$ cat src/design/aebm_pkg.sv
// ----------------------------------------------------------------------------
// aebm_pkg
// Shared constants, types and elaboration-time helpers of the energy meter.
// ----------------------------------------------------------------------------
package aebm_pkg;

  localparam int unsigned SAMPLES_PER_GROUP = 40;   // 1..64
  localparam int unsigned RING_DEPTH        = 512;  // 2..4096

  localparam int unsigned SAMPLE_W = 16;
  localparam int unsigned BEAM_W   = 16;
  localparam int unsigned LEVEL_W  = 16;
  localparam int unsigned INDEX_W  = 9;
  localparam int unsigned SUM_W    = 37;
  localparam int unsigned SQUARE_W = 31;
  localparam int unsigned COUNT_W  = 7;
  localparam int unsigned FLOOR_W  = 8;

  localparam logic [FLOOR_W-1:0] FLOOR_RESET = FLOOR_W'(-90);

  localparam int unsigned QUEUE_DEPTH = 2;
  localparam int unsigned QPTR_W      = $clog2(QUEUE_DEPTH);

  // ring slot wrap: index is kept in INDEX_W bits even for deeper rings
  localparam int unsigned RING_WRAP =
      (RING_DEPTH < (1 << INDEX_W)) ? RING_DEPTH - 1 : (1 << INDEX_W) - 1;

  // 10*log10(2) in Q.24
  localparam logic [25:0] DB_PER_OCTAVE_Q24 = 26'd50504453;

  localparam int unsigned LG_W  = 22;  // log2 in Q.16, integer part up to 36
  localparam int unsigned NEG_W = 24;

  localparam logic [SUM_W-1:0] LOUD_SUM = SUM_W'(SAMPLES_PER_GROUP) << 30;

  // log2 in Q.16 by repeated squaring, used only on constants
  function automatic longint unsigned lg_const(longint unsigned x);
    int p;
    longint unsigned m;
    longint unsigned frac;
    p = 63;
    frac = 0;
    while (p > 0 && ((x >> p) & 1) == 0) p--;
    if (p >= 30) m = x >> (p - 30);
    else m = x << (30 - p);
    for (int i = 0; i < 16; i++) begin
      m = (m * m) >> 30;
      frac = frac << 1;
      if (m >= (64'd1 << 31)) begin
        frac = frac | 1;
        m = m >> 1;
      end
    end
    return longint'(p) * 65536 + frac;
  endfunction

  localparam longint unsigned NL_BASE_L = 30 * 65536 + lg_const(SAMPLES_PER_GROUP);
  localparam logic [LG_W-1:0] NL_BASE = NL_BASE_L[LG_W-1:0];

  typedef struct packed {
    logic [SUM_W-1:0]   sum;
    logic [INDEX_W-1:0] ring_index;
    logic [BEAM_W-1:0]  angle;
    logic [BEAM_W-1:0]  confidence;
  } group_t;

endpackage

$ cat src/design/audio_block_energy_meter_core.sv
// ----------------------------------------------------------------------------
// audio_block_energy_meter_core
// Mean-square energy meter: groups of squared samples to a Q0.16 dB level.
// ----------------------------------------------------------------------------
// Input: one sample a cycle while full is low; the front end holds a closing
// sample while the queue is full, and the level unit handles one group at a time.
// Silent or full-scale groups skip straight to the result; groups below the
// floor skip the divide; others go through normalize, 16 squaring steps and
// 24 divide steps in the level unit.
// Reset (rst, synchronous): clears sum, count, ring index and queue; floor -90 dB.
module audio_block_energy_meter_core (
  input  logic                                 clk,
  input  logic                                 rst,
  input  logic                                 push,
  output logic                                 full,
  input  logic signed [aebm_pkg::SAMPLE_W-1:0] sample,
  input  logic signed [aebm_pkg::BEAM_W-1:0]   beam_angle,
  input  logic [aebm_pkg::BEAM_W-1:0]          beam_confidence,
  input  logic                                 cfg_write,
  input  logic [aebm_pkg::FLOOR_W-1:0]         cfg_data,
  output logic                                 empty,
  input  logic                                 pop,
  output logic [aebm_pkg::LEVEL_W-1:0]         energy_level,
  output logic [aebm_pkg::INDEX_W-1:0]         ring_index,
  output logic signed [aebm_pkg::BEAM_W-1:0]   angle_out,
  output logic [aebm_pkg::BEAM_W-1:0]          confidence_out
);

  logic             q_push;
  logic             q_full;
  logic             q_pop;
  logic             q_empty;
  aebm_pkg::group_t q_wdata;
  aebm_pkg::group_t q_rdata;

  aebm_front u_front (
    .clk             (clk),
    .rst             (rst),
    .push            (push),
    .full            (full),
    .sample          (sample),
    .beam_angle      (beam_angle),
    .beam_confidence (beam_confidence),
    .q_push          (q_push),
    .q_data          (q_wdata),
    .q_full          (q_full)
  );

  aebm_queue u_queue (
    .clk   (clk),
    .rst   (rst),
    .push  (q_push),
    .wdata (q_wdata),
    .full  (q_full),
    .pop   (q_pop),
    .rdata (q_rdata),
    .empty (q_empty)
  );

  aebm_back u_back (
    .clk            (clk),
    .rst            (rst),
    .cfg_write      (cfg_write),
    .cfg_data       (cfg_data),
    .q_data         (q_rdata),
    .q_empty        (q_empty),
    .q_pop          (q_pop),
    .pop            (pop),
    .empty          (empty),
    .energy_level   (energy_level),
    .ring_index     (ring_index),
    .angle_out      (angle_out),
    .confidence_out (confidence_out)
  );

endmodule

$ cat src/design/aebm_front.sv
// ----------------------------------------------------------------------------
// aebm_front
// Squares samples, accumulates them and closes a group every N samples.
// ----------------------------------------------------------------------------
module aebm_front (
  input  logic                             clk,
  input  logic                             rst,
  input  logic                             push,
  output logic                             full,
  input  logic signed [aebm_pkg::SAMPLE_W-1:0] sample,
  input  logic signed [aebm_pkg::BEAM_W-1:0]   beam_angle,
  input  logic [aebm_pkg::BEAM_W-1:0]          beam_confidence,
  output logic                             q_push,
  output aebm_pkg::group_t                 q_data,
  input  logic                             q_full
);

  logic                             s1_valid;
  logic [aebm_pkg::SQUARE_W-1:0]    s1_square;
  logic [aebm_pkg::BEAM_W-1:0]      s1_angle;
  logic [aebm_pkg::BEAM_W-1:0]      s1_conf;
  logic [aebm_pkg::SUM_W-1:0]       sum;
  logic [aebm_pkg::COUNT_W-1:0]     count;
  logic [aebm_pkg::INDEX_W-1:0]     write_index;

  logic                             s1_close;
  logic                             stall;
  logic                             accept;
  logic                             advance;
  logic signed [aebm_pkg::SAMPLE_W:0] sample_ext;
  logic [aebm_pkg::SAMPLE_W-1:0]    mag;
  logic [2*aebm_pkg::SAMPLE_W-1:0]  mag_sq;
  logic [aebm_pkg::SUM_W-1:0]       sum_next;
  logic [aebm_pkg::INDEX_W-1:0]     index_next;

  assign sample_ext = {sample[aebm_pkg::SAMPLE_W-1], sample};
  assign mag        = sample_ext[aebm_pkg::SAMPLE_W]
                      ? aebm_pkg::SAMPLE_W'(-sample_ext)
                      : sample_ext[aebm_pkg::SAMPLE_W-1:0];
  assign mag_sq     = mag * mag;

  assign s1_close = (count == aebm_pkg::COUNT_W'(aebm_pkg::SAMPLES_PER_GROUP - 1));
  assign stall    = s1_valid && s1_close && q_full;
  assign full     = stall;
  assign accept   = push && !full;
  assign advance  = s1_valid && !stall;

  assign sum_next   = sum + aebm_pkg::SUM_W'(s1_square);
  assign index_next = (write_index == aebm_pkg::INDEX_W'(aebm_pkg::RING_WRAP))
                      ? '0 : write_index + 1'b1;

  assign q_push          = advance && s1_close;
  assign q_data.sum        = sum_next;
  assign q_data.ring_index = write_index;
  assign q_data.angle      = s1_angle;
  assign q_data.confidence = s1_conf;

  always_ff @(posedge clk) begin
    if (rst) begin
      s1_valid    <= 1'b0;
      sum         <= '0;
      count       <= '0;
      write_index <= '0;
    end else begin
      if (!stall) begin
        s1_valid <= accept;
      end
      if (advance) begin
        if (s1_close) begin
          sum         <= '0;
          count       <= '0;
          write_index <= index_next;
        end else begin
          sum   <= sum_next;
          count <= count + 1'b1;
        end
      end
    end
    if (accept) begin
      s1_square <= mag_sq[aebm_pkg::SQUARE_W-1:0];
      s1_angle  <= beam_angle;
      s1_conf   <= beam_confidence;
    end
  end

endmodule

$ cat src/design/aebm_queue.sv
// ----------------------------------------------------------------------------
// aebm_queue
// Short FIFO of closed groups between accumulator and level unit.
// ----------------------------------------------------------------------------
module aebm_queue (
  input  logic             clk,
  input  logic             rst,
  input  logic             push,
  input  aebm_pkg::group_t wdata,
  output logic             full,
  input  logic             pop,
  output aebm_pkg::group_t rdata,
  output logic             empty
);

  localparam int unsigned CNT_W = $clog2(aebm_pkg::QUEUE_DEPTH + 1);

  aebm_pkg::group_t                entries [aebm_pkg::QUEUE_DEPTH];
  logic [aebm_pkg::QPTR_W-1:0]     wp;
  logic [aebm_pkg::QPTR_W-1:0]     rp;
  logic [CNT_W-1:0]                fill;
  logic                            do_push;
  logic                            do_pop;

  assign full    = (fill == CNT_W'(aebm_pkg::QUEUE_DEPTH));
  assign empty   = (fill == '0);
  assign do_push = push && !full;
  assign do_pop  = pop && !empty;
  assign rdata   = entries[rp];

  always_ff @(posedge clk) begin
    if (rst) begin
      wp   <= '0;
      rp   <= '0;
      fill <= '0;
    end else begin
      if (do_push) begin
        wp <= (wp == aebm_pkg::QPTR_W'(aebm_pkg::QUEUE_DEPTH - 1)) ? '0 : wp + 1'b1;
      end
      if (do_pop) begin
        rp <= (rp == aebm_pkg::QPTR_W'(aebm_pkg::QUEUE_DEPTH - 1)) ? '0 : rp + 1'b1;
      end
      case ({do_push, do_pop})
        2'b10:   fill <= fill + 1'b1;
        2'b01:   fill <= fill - 1'b1;
        default: fill <= fill;
      endcase
    end
    if (do_push) begin
      entries[wp] <= wdata;
    end
  end

endmodule

$ cat src/design/aebm_back.sv
// ----------------------------------------------------------------------------
// aebm_back
// Per-group level unit: log2 by squaring, dB scale, divide by floor.
// ----------------------------------------------------------------------------
module aebm_back (
  input  logic                            clk,
  input  logic                            rst,
  input  logic                            cfg_write,
  input  logic [aebm_pkg::FLOOR_W-1:0]    cfg_data,
  input  aebm_pkg::group_t                q_data,
  input  logic                            q_empty,
  output logic                            q_pop,
  input  logic                            pop,
  output logic                            empty,
  output logic [aebm_pkg::LEVEL_W-1:0]    energy_level,
  output logic [aebm_pkg::INDEX_W-1:0]    ring_index,
  output logic signed [aebm_pkg::BEAM_W-1:0] angle_out,
  output logic [aebm_pkg::BEAM_W-1:0]     confidence_out
);

  localparam int unsigned STEP_W    = 5;
  localparam int unsigned LOG_STEPS = 16;
  localparam int unsigned NUM_W     = aebm_pkg::NEG_W;
  localparam int unsigned P_W       = 6;

  typedef enum logic [2:0] {
    S_IDLE, S_NORM, S_LOG, S_NL, S_SCALE, S_NUM, S_DIV, S_DONE
  } state_t;

  state_t                            state;
  logic [aebm_pkg::FLOOR_W-1:0]      floor_db;
  logic                              out_valid;
  logic [aebm_pkg::SUM_W-1:0]        x;
  logic [P_W-1:0]                    p;
  logic [30:0]                       mant;
  logic [15:0]                       frac;
  logic [STEP_W-1:0]                 step;
  logic [aebm_pkg::LG_W-1:0]         nl;
  logic [aebm_pkg::NEG_W-1:0]        negdb;
  logic [NUM_W-1:0]                  dividend;
  logic [aebm_pkg::FLOOR_W-1:0]      rem;
  logic [NUM_W-1:0]                  quo;
  logic [aebm_pkg::LEVEL_W-1:0]      level;
  logic [aebm_pkg::INDEX_W-1:0]      g_index;
  logic [aebm_pkg::BEAM_W-1:0]       g_angle;
  logic [aebm_pkg::BEAM_W-1:0]       g_conf;

  logic [aebm_pkg::FLOOR_W-1:0]      f_div;
  logic [61:0]                       m_sq;
  logic [31:0]                       m_sh;
  logic signed [aebm_pkg::LG_W+2:0]  nl_s;
  logic [47:0]                       scale_prod;
  logic signed [NUM_W:0]             num_s;
  logic [aebm_pkg::FLOOR_W:0]        trial;
  logic                              trial_ge;
  logic [NUM_W-1:0]                  quo_next;
  logic                              load_out;

  // non-negative floor acts as -1 dB
  assign f_div = floor_db[aebm_pkg::FLOOR_W-1] ? aebm_pkg::FLOOR_W'(-floor_db)
                                                : aebm_pkg::FLOOR_W'(1);

  assign m_sq = mant * mant;
  assign m_sh = m_sq[61:30];

  assign nl_s = $signed({3'b000, aebm_pkg::NL_BASE}) - $signed({3'b000, p, frac});
  assign scale_prod = nl * aebm_pkg::DB_PER_OCTAVE_Q24;
  assign num_s = $signed({1'b0, f_div, 16'h0000}) - $signed({1'b0, negdb});

  assign trial    = {rem, dividend[NUM_W-1]};
  assign trial_ge = (trial >= {1'b0, f_div});
  assign quo_next = {quo[NUM_W-2:0], trial_ge};

  assign q_pop    = (state == S_IDLE) && !q_empty;
  assign empty    = !out_valid;
  assign load_out = (state == S_DONE) && (!out_valid || pop);

  always_ff @(posedge clk) begin
    if (rst) begin
      state     <= S_IDLE;
      floor_db  <= aebm_pkg::FLOOR_RESET;
      out_valid <= 1'b0;
    end else begin
      if (cfg_write) begin
        floor_db <= cfg_data;
      end
      if (load_out) begin
        out_valid <= 1'b1;
      end else if (pop) begin
        out_valid <= 1'b0;
      end
      case (state)
        S_IDLE: begin
          if (!q_empty) begin
            x       <= q_data.sum;
            p       <= P_W'(aebm_pkg::SUM_W - 1);
            g_index <= q_data.ring_index;
            g_angle <= q_data.angle;
            g_conf  <= q_data.confidence;
            if (q_data.sum == '0) begin
              level <= '0;
              state <= S_DONE;
            end else if (q_data.sum >= aebm_pkg::LOUD_SUM) begin
              level <= '1;
              state <= S_DONE;
            end else begin
              state <= S_NORM;
            end
          end
        end
        S_NORM: begin
          // one bit a cycle until the top set bit sits at the MSB
          if (x[aebm_pkg::SUM_W-1]) begin
            mant  <= x[aebm_pkg::SUM_W-1 -: 31];
            frac  <= '0;
            step  <= '0;
            state <= S_LOG;
          end else begin
            x <= {x[aebm_pkg::SUM_W-2:0], 1'b0};
            p <= p - 1'b1;
          end
        end
        S_LOG: begin
          if (m_sh[31]) begin
            mant <= m_sh[31:1];
          end else begin
            mant <= m_sh[30:0];
          end
          frac <= {frac[14:0], m_sh[31]};
          step <= step + 1'b1;
          if (step == STEP_W'(LOG_STEPS - 1)) begin
            state <= S_NL;
          end
        end
        S_NL: begin
          nl    <= nl_s[aebm_pkg::LG_W+2] ? '0 : nl_s[aebm_pkg::LG_W-1:0];
          state <= S_SCALE;
        end
        S_SCALE: begin
          negdb <= scale_prod[24 +: aebm_pkg::NEG_W];
          state <= S_NUM;
        end
        S_NUM: begin
          if (num_s <= 0) begin
            level <= '0;
            state <= S_DONE;
          end else begin
            dividend <= num_s[NUM_W-1:0];
            rem      <= '0;
            quo      <= '0;
            step     <= '0;
            state    <= S_DIV;
          end
        end
        S_DIV: begin
          rem      <= trial_ge ? aebm_pkg::FLOOR_W'(trial - {1'b0, f_div})
                               : trial[aebm_pkg::FLOOR_W-1:0];
          quo      <= quo_next;
          dividend <= {dividend[NUM_W-2:0], 1'b0};
          step     <= step + 1'b1;
          if (step == STEP_W'(NUM_W - 1)) begin
            level <= (quo_next > NUM_W'(16'hFFFF)) ? '1
                                                    : quo_next[aebm_pkg::LEVEL_W-1:0];
            state <= S_DONE;
          end
        end
        S_DONE: begin
          if (load_out) begin
            energy_level   <= level;
            ring_index     <= g_index;
            angle_out      <= g_angle;
            confidence_out <= g_conf;
            state          <= S_IDLE;
          end
        end
        default: state <= S_IDLE;
      endcase
    end
  end

  a_norm_nonzero: assert property (@(posedge clk) disable iff (rst)
    (state == S_NORM) |-> (x != '0))
    else $error("normalize loop entered with zero sum");

  a_mant_range: assert property (@(posedge clk) disable iff (rst)
    (state == S_LOG) |-> mant[30])
    else $error("log mantissa left [1,2)");

  a_rem_bound: assert property (@(posedge clk) disable iff (rst)
    (state == S_DIV) |-> (rem < f_div))
    else $error("divider remainder not below divisor");

  a_no_overwrite: assert property (@(posedge clk) disable iff (rst)
    (out_valid && !pop && state == S_DONE) |=> (state == S_DONE))
    else $error("result register overwritten while held");

endmodule
$ cat config.mk
export PLATFORM = sky130hd
export DESIGN_NAME = audio_block_energy_meter_core
export DESIGN_NICKNAME = d
export VERILOG_FILES = /design/src/design/aebm_pkg.sv /design/src/design/audio_block_energy_meter_core.sv /design/src/design/aebm_front.sv /design/src/design/aebm_queue.sv /design/src/design/aebm_back.sv
export SDC_FILE = /design/constraint.sdc
export NUM_CORES = 2
export LEC_CHECK = 0
export BUFFER_PORTS_ARGS = -buffer_cell sky130_fd_sc_hd__buf_4
export CAP_MARGIN = 20
export CORE_AREA = 2 2 394 396
export DETAILED_ROUTE_END_ITERATION = 6
export DIE_AREA = 0 0 396 398
export SETUP_SLACK_MARGIN = 0.05
export SYNTH_ARGS = -nofsm -noshare
export SYNTH_HDL_FRONTEND = slang
export SYNTH_SLANG_ARGS = --single-unit
export TNS_END_PERCENT = 100
$ cat constraint.sdc
create_clock -name clk -period 12.2 [get_ports clk]
set_clock_uncertainty 0.05 [all_clocks]
set_input_delay 0.61 -clock clk [delete_from_list [all_inputs] [get_ports clk]]
set_output_delay 0.61 -clock clk [all_outputs]
set_load 0.05 [all_outputs]
==> reports/results.txt <==
First-pass GRT wire length: 245 mm
Worst-margin pin slew: 1220 ps
Average via count per standard cell: 5.04
DP Area: 68800 um^2
Synthesized flop and latch total: 599
Critical path's top delay family: adder cells
Crit-path max FO: 17
Cell count after synthesis: 6167
Total gr overflow: 0
RSZ-0062 raised after global routing: no
CTS clk-pin slew, worst paths: 60 ps
Starting Density: 0.427
Most frequent cells in the layout: 1409 x inv_1, 1019 x fa_1, 648 x ha_1
Global placement routability congestion: 0.900
Iter 0 DRT Violations: 2293
Sink Count: 599
Layout area overhead: 8.34%
Yosys cell types: 91
Share of layout cells above drive strength 1: 0.0630
Core Footprint: 153000 um^2
Top FF cell, synth: edfxtp_1
Layout net count: 7966
DRT antenna net count: 0
Antenna violations before repair: 2
Synthesized area per cell: 10.6 um^2
Overall Global Routing Usage: 0.195
Port-buffer cells: 119
CTS Root Cell: clkbuf_16
Quantity of hold-fixing buffers added after cts: 2
Worst-Skew Late Latency: 680 ps
H-tree depth: 2
Fin crit share: 0.785
Synthesis Warnings: 0
Fin area: 70900 um^2
Data arrival, critical path: 9920 ps
Final Hold Violating Endpoints: 0
Post-CTS Setup Inserts: 0
Clk buf depth: 3
Startpoint Class: flip-flop
Relative slew slack: 0.189
CP peak stage delay: 840 ps
Die height: 398 um
DRC: 0
Filler cells: 14.3k
Pin count of the biggest net entering global routing: 79
Crit path buf inv count: 5
CP max-delay cell: edfxtp_1
Number of synthesized flops with an enable pin: 528
CTS resizes: 0
Sequential area share after synthesis: 0.264
CTS tree: yes
Fmax: 0.104 GHz
Row cnt: 144
Die Area: 158000 um^2
Mapped Area: 65500 um^2
Total Routed Length: 150 mm
Count of final setup violators: 0
DP HPWL: 118 mm
Min Clock Period, post-route: 9570 ps
Most frequent CP cell: fa_1
Worst min path class: input port to flip-flop
Fin Setup TNS: 0 ps
Ys async rst share: 0
Worst Path Required: 12540 ps
Num ports: 120
Die width: 396 um
Pins Over Slew Limit: 0
Drt first pass iters: 5
Max Cap Viol: 0
Element type at the critical path end: flip-flop
Vias: 42.0k
CP Class: flip-flop to flip-flop
Drt wl/cell: 18.0 um
Status: completed
Most common cell after layout, fill and taps aside: inv_1
Vias in the first global route: 45.1k
CTS buffer count: 60
[cells in the mapped netlist (all sizes together) (22+ instances only)]
cell    count  area (um^2)
a21o       77          578
a21oi     177          886
a22oi      25          188
a31oi      27          169
and2      217         1360
and3       47          294
clkbuf    183          717
dfxtp      71         1420
edfxtp    528        15900
fa       1019        20400
ha        648         8110
inv      1410         5290
mux2       43          484
mux2i      58          581
nand2     471         1780
nand2b     52          335
nand3      44          225
nand3b     37          278
nand4      37          231
nor2      289         1080
nor2b      26          163
nor3       38          200
nor4       26          178
o211ai     25          193
o21ai     122          611
o21bai     23          173
or2        22          143
xnor2     138         1210
xor2       75          657
[flip-flops by register name, indices dropped and copies added, names as in the netlist, 9 cells and up, named ones only]
| name | flops |
|---|---|
| u_back.angle_out | 16 |
| u_back.confidence_out | 16 |
| u_back.dividend | 24 |
| u_back.energy_level | 16 |
| u_back.frac | 16 |
| u_back.g_angle | 16 |
| u_back.g_conf | 16 |
| u_back.g_index | 9 |
| u_back.level | 16 |
| u_back.mant | 31 |
| u_back.negdb | 24 |
| u_back.nl | 22 |
| u_back.quo | 23 |
| u_back.ring_index | 9 |
| u_back.x | 37 |
| u_front.s1_angle | 16 |
| u_front.s1_conf | 16 |
| u_front.s1_square | 30 |
| u_front.sum | 37 |
| u_front.write_index | 9 |
| u_queue.entries | 156 |
[cells by family after synthesis]
group                      share of synthesized area
buffers and inverters                         0.0928
other                                       0.000115
and+or+nand+nor                                0.102
DFF                                            0.264
xor gates and xnor gates                      0.0285
AOI/OAI and AO/OA                             0.0611
muxes                                         0.0163
adders and majority gates                      0.435
[per-layer routing]
metal / vias up / global-route usage / wire (um)
met5: - / 0 / 0
met4: 0 / 0.0402 / 3280
met3: 208 / 0.0212 / 6750
met2: 853 / 0.337 / 73500
met1: 21200 / 0.265 / 66100
li1: 19700 / - / -
[area by class of cell]
type                            count  area, um^2  area share
Antenna cell                        1        2.50   0.0000353
Inverter                         1416        5320      0.0749
Sequential cell                   599       17300       0.244
Multi-Input combinational cell   3969       42200       0.595
Tap cell                         2044        2560      0.0360
Timing Repair Buffer              192        1510      0.0212
Clock buffer                       73        1570      0.0221
Clock inverter                     40         467     0.00658
[stage by stage]
step	hold WS (ps)	utilization	setup slack, ps	instances
after floorplan	350	-	3790	6177
after global placement	353	0.449	2920	8215
after detailed placement	355	0.449	2780	8215
after CTS	1.16	0.462	2750	8330
after global routing	7.04	0.463	2170	8333
final	51.3	0.463	2630	8334
[worst paths after layout]
kind                                             startpoint                                  end  slack (ps)  cells after the start
worst max-delay path               u_back.mant[6]$_DFFE_PP_            u_back.mant[19]$_DFFE_PP_        2630                     26
worst min-delay path                    beam_confidence[12]        u_front.s1_conf[12]$_DFFE_PP_          50                      1
worst max register to register     u_back.mant[6]$_DFFE_PP_            u_back.mant[19]$_DFFE_PP_        2630                     26
worst min register to register  u_back.g_conf[13]$_DFFE_PP_  u_back.confidence_out[13]$_DFFE_PP_         370                      0
Power is not shown: default switching activity piles up to over one toggle a cycle in this logic, so the estimate is an artifact.
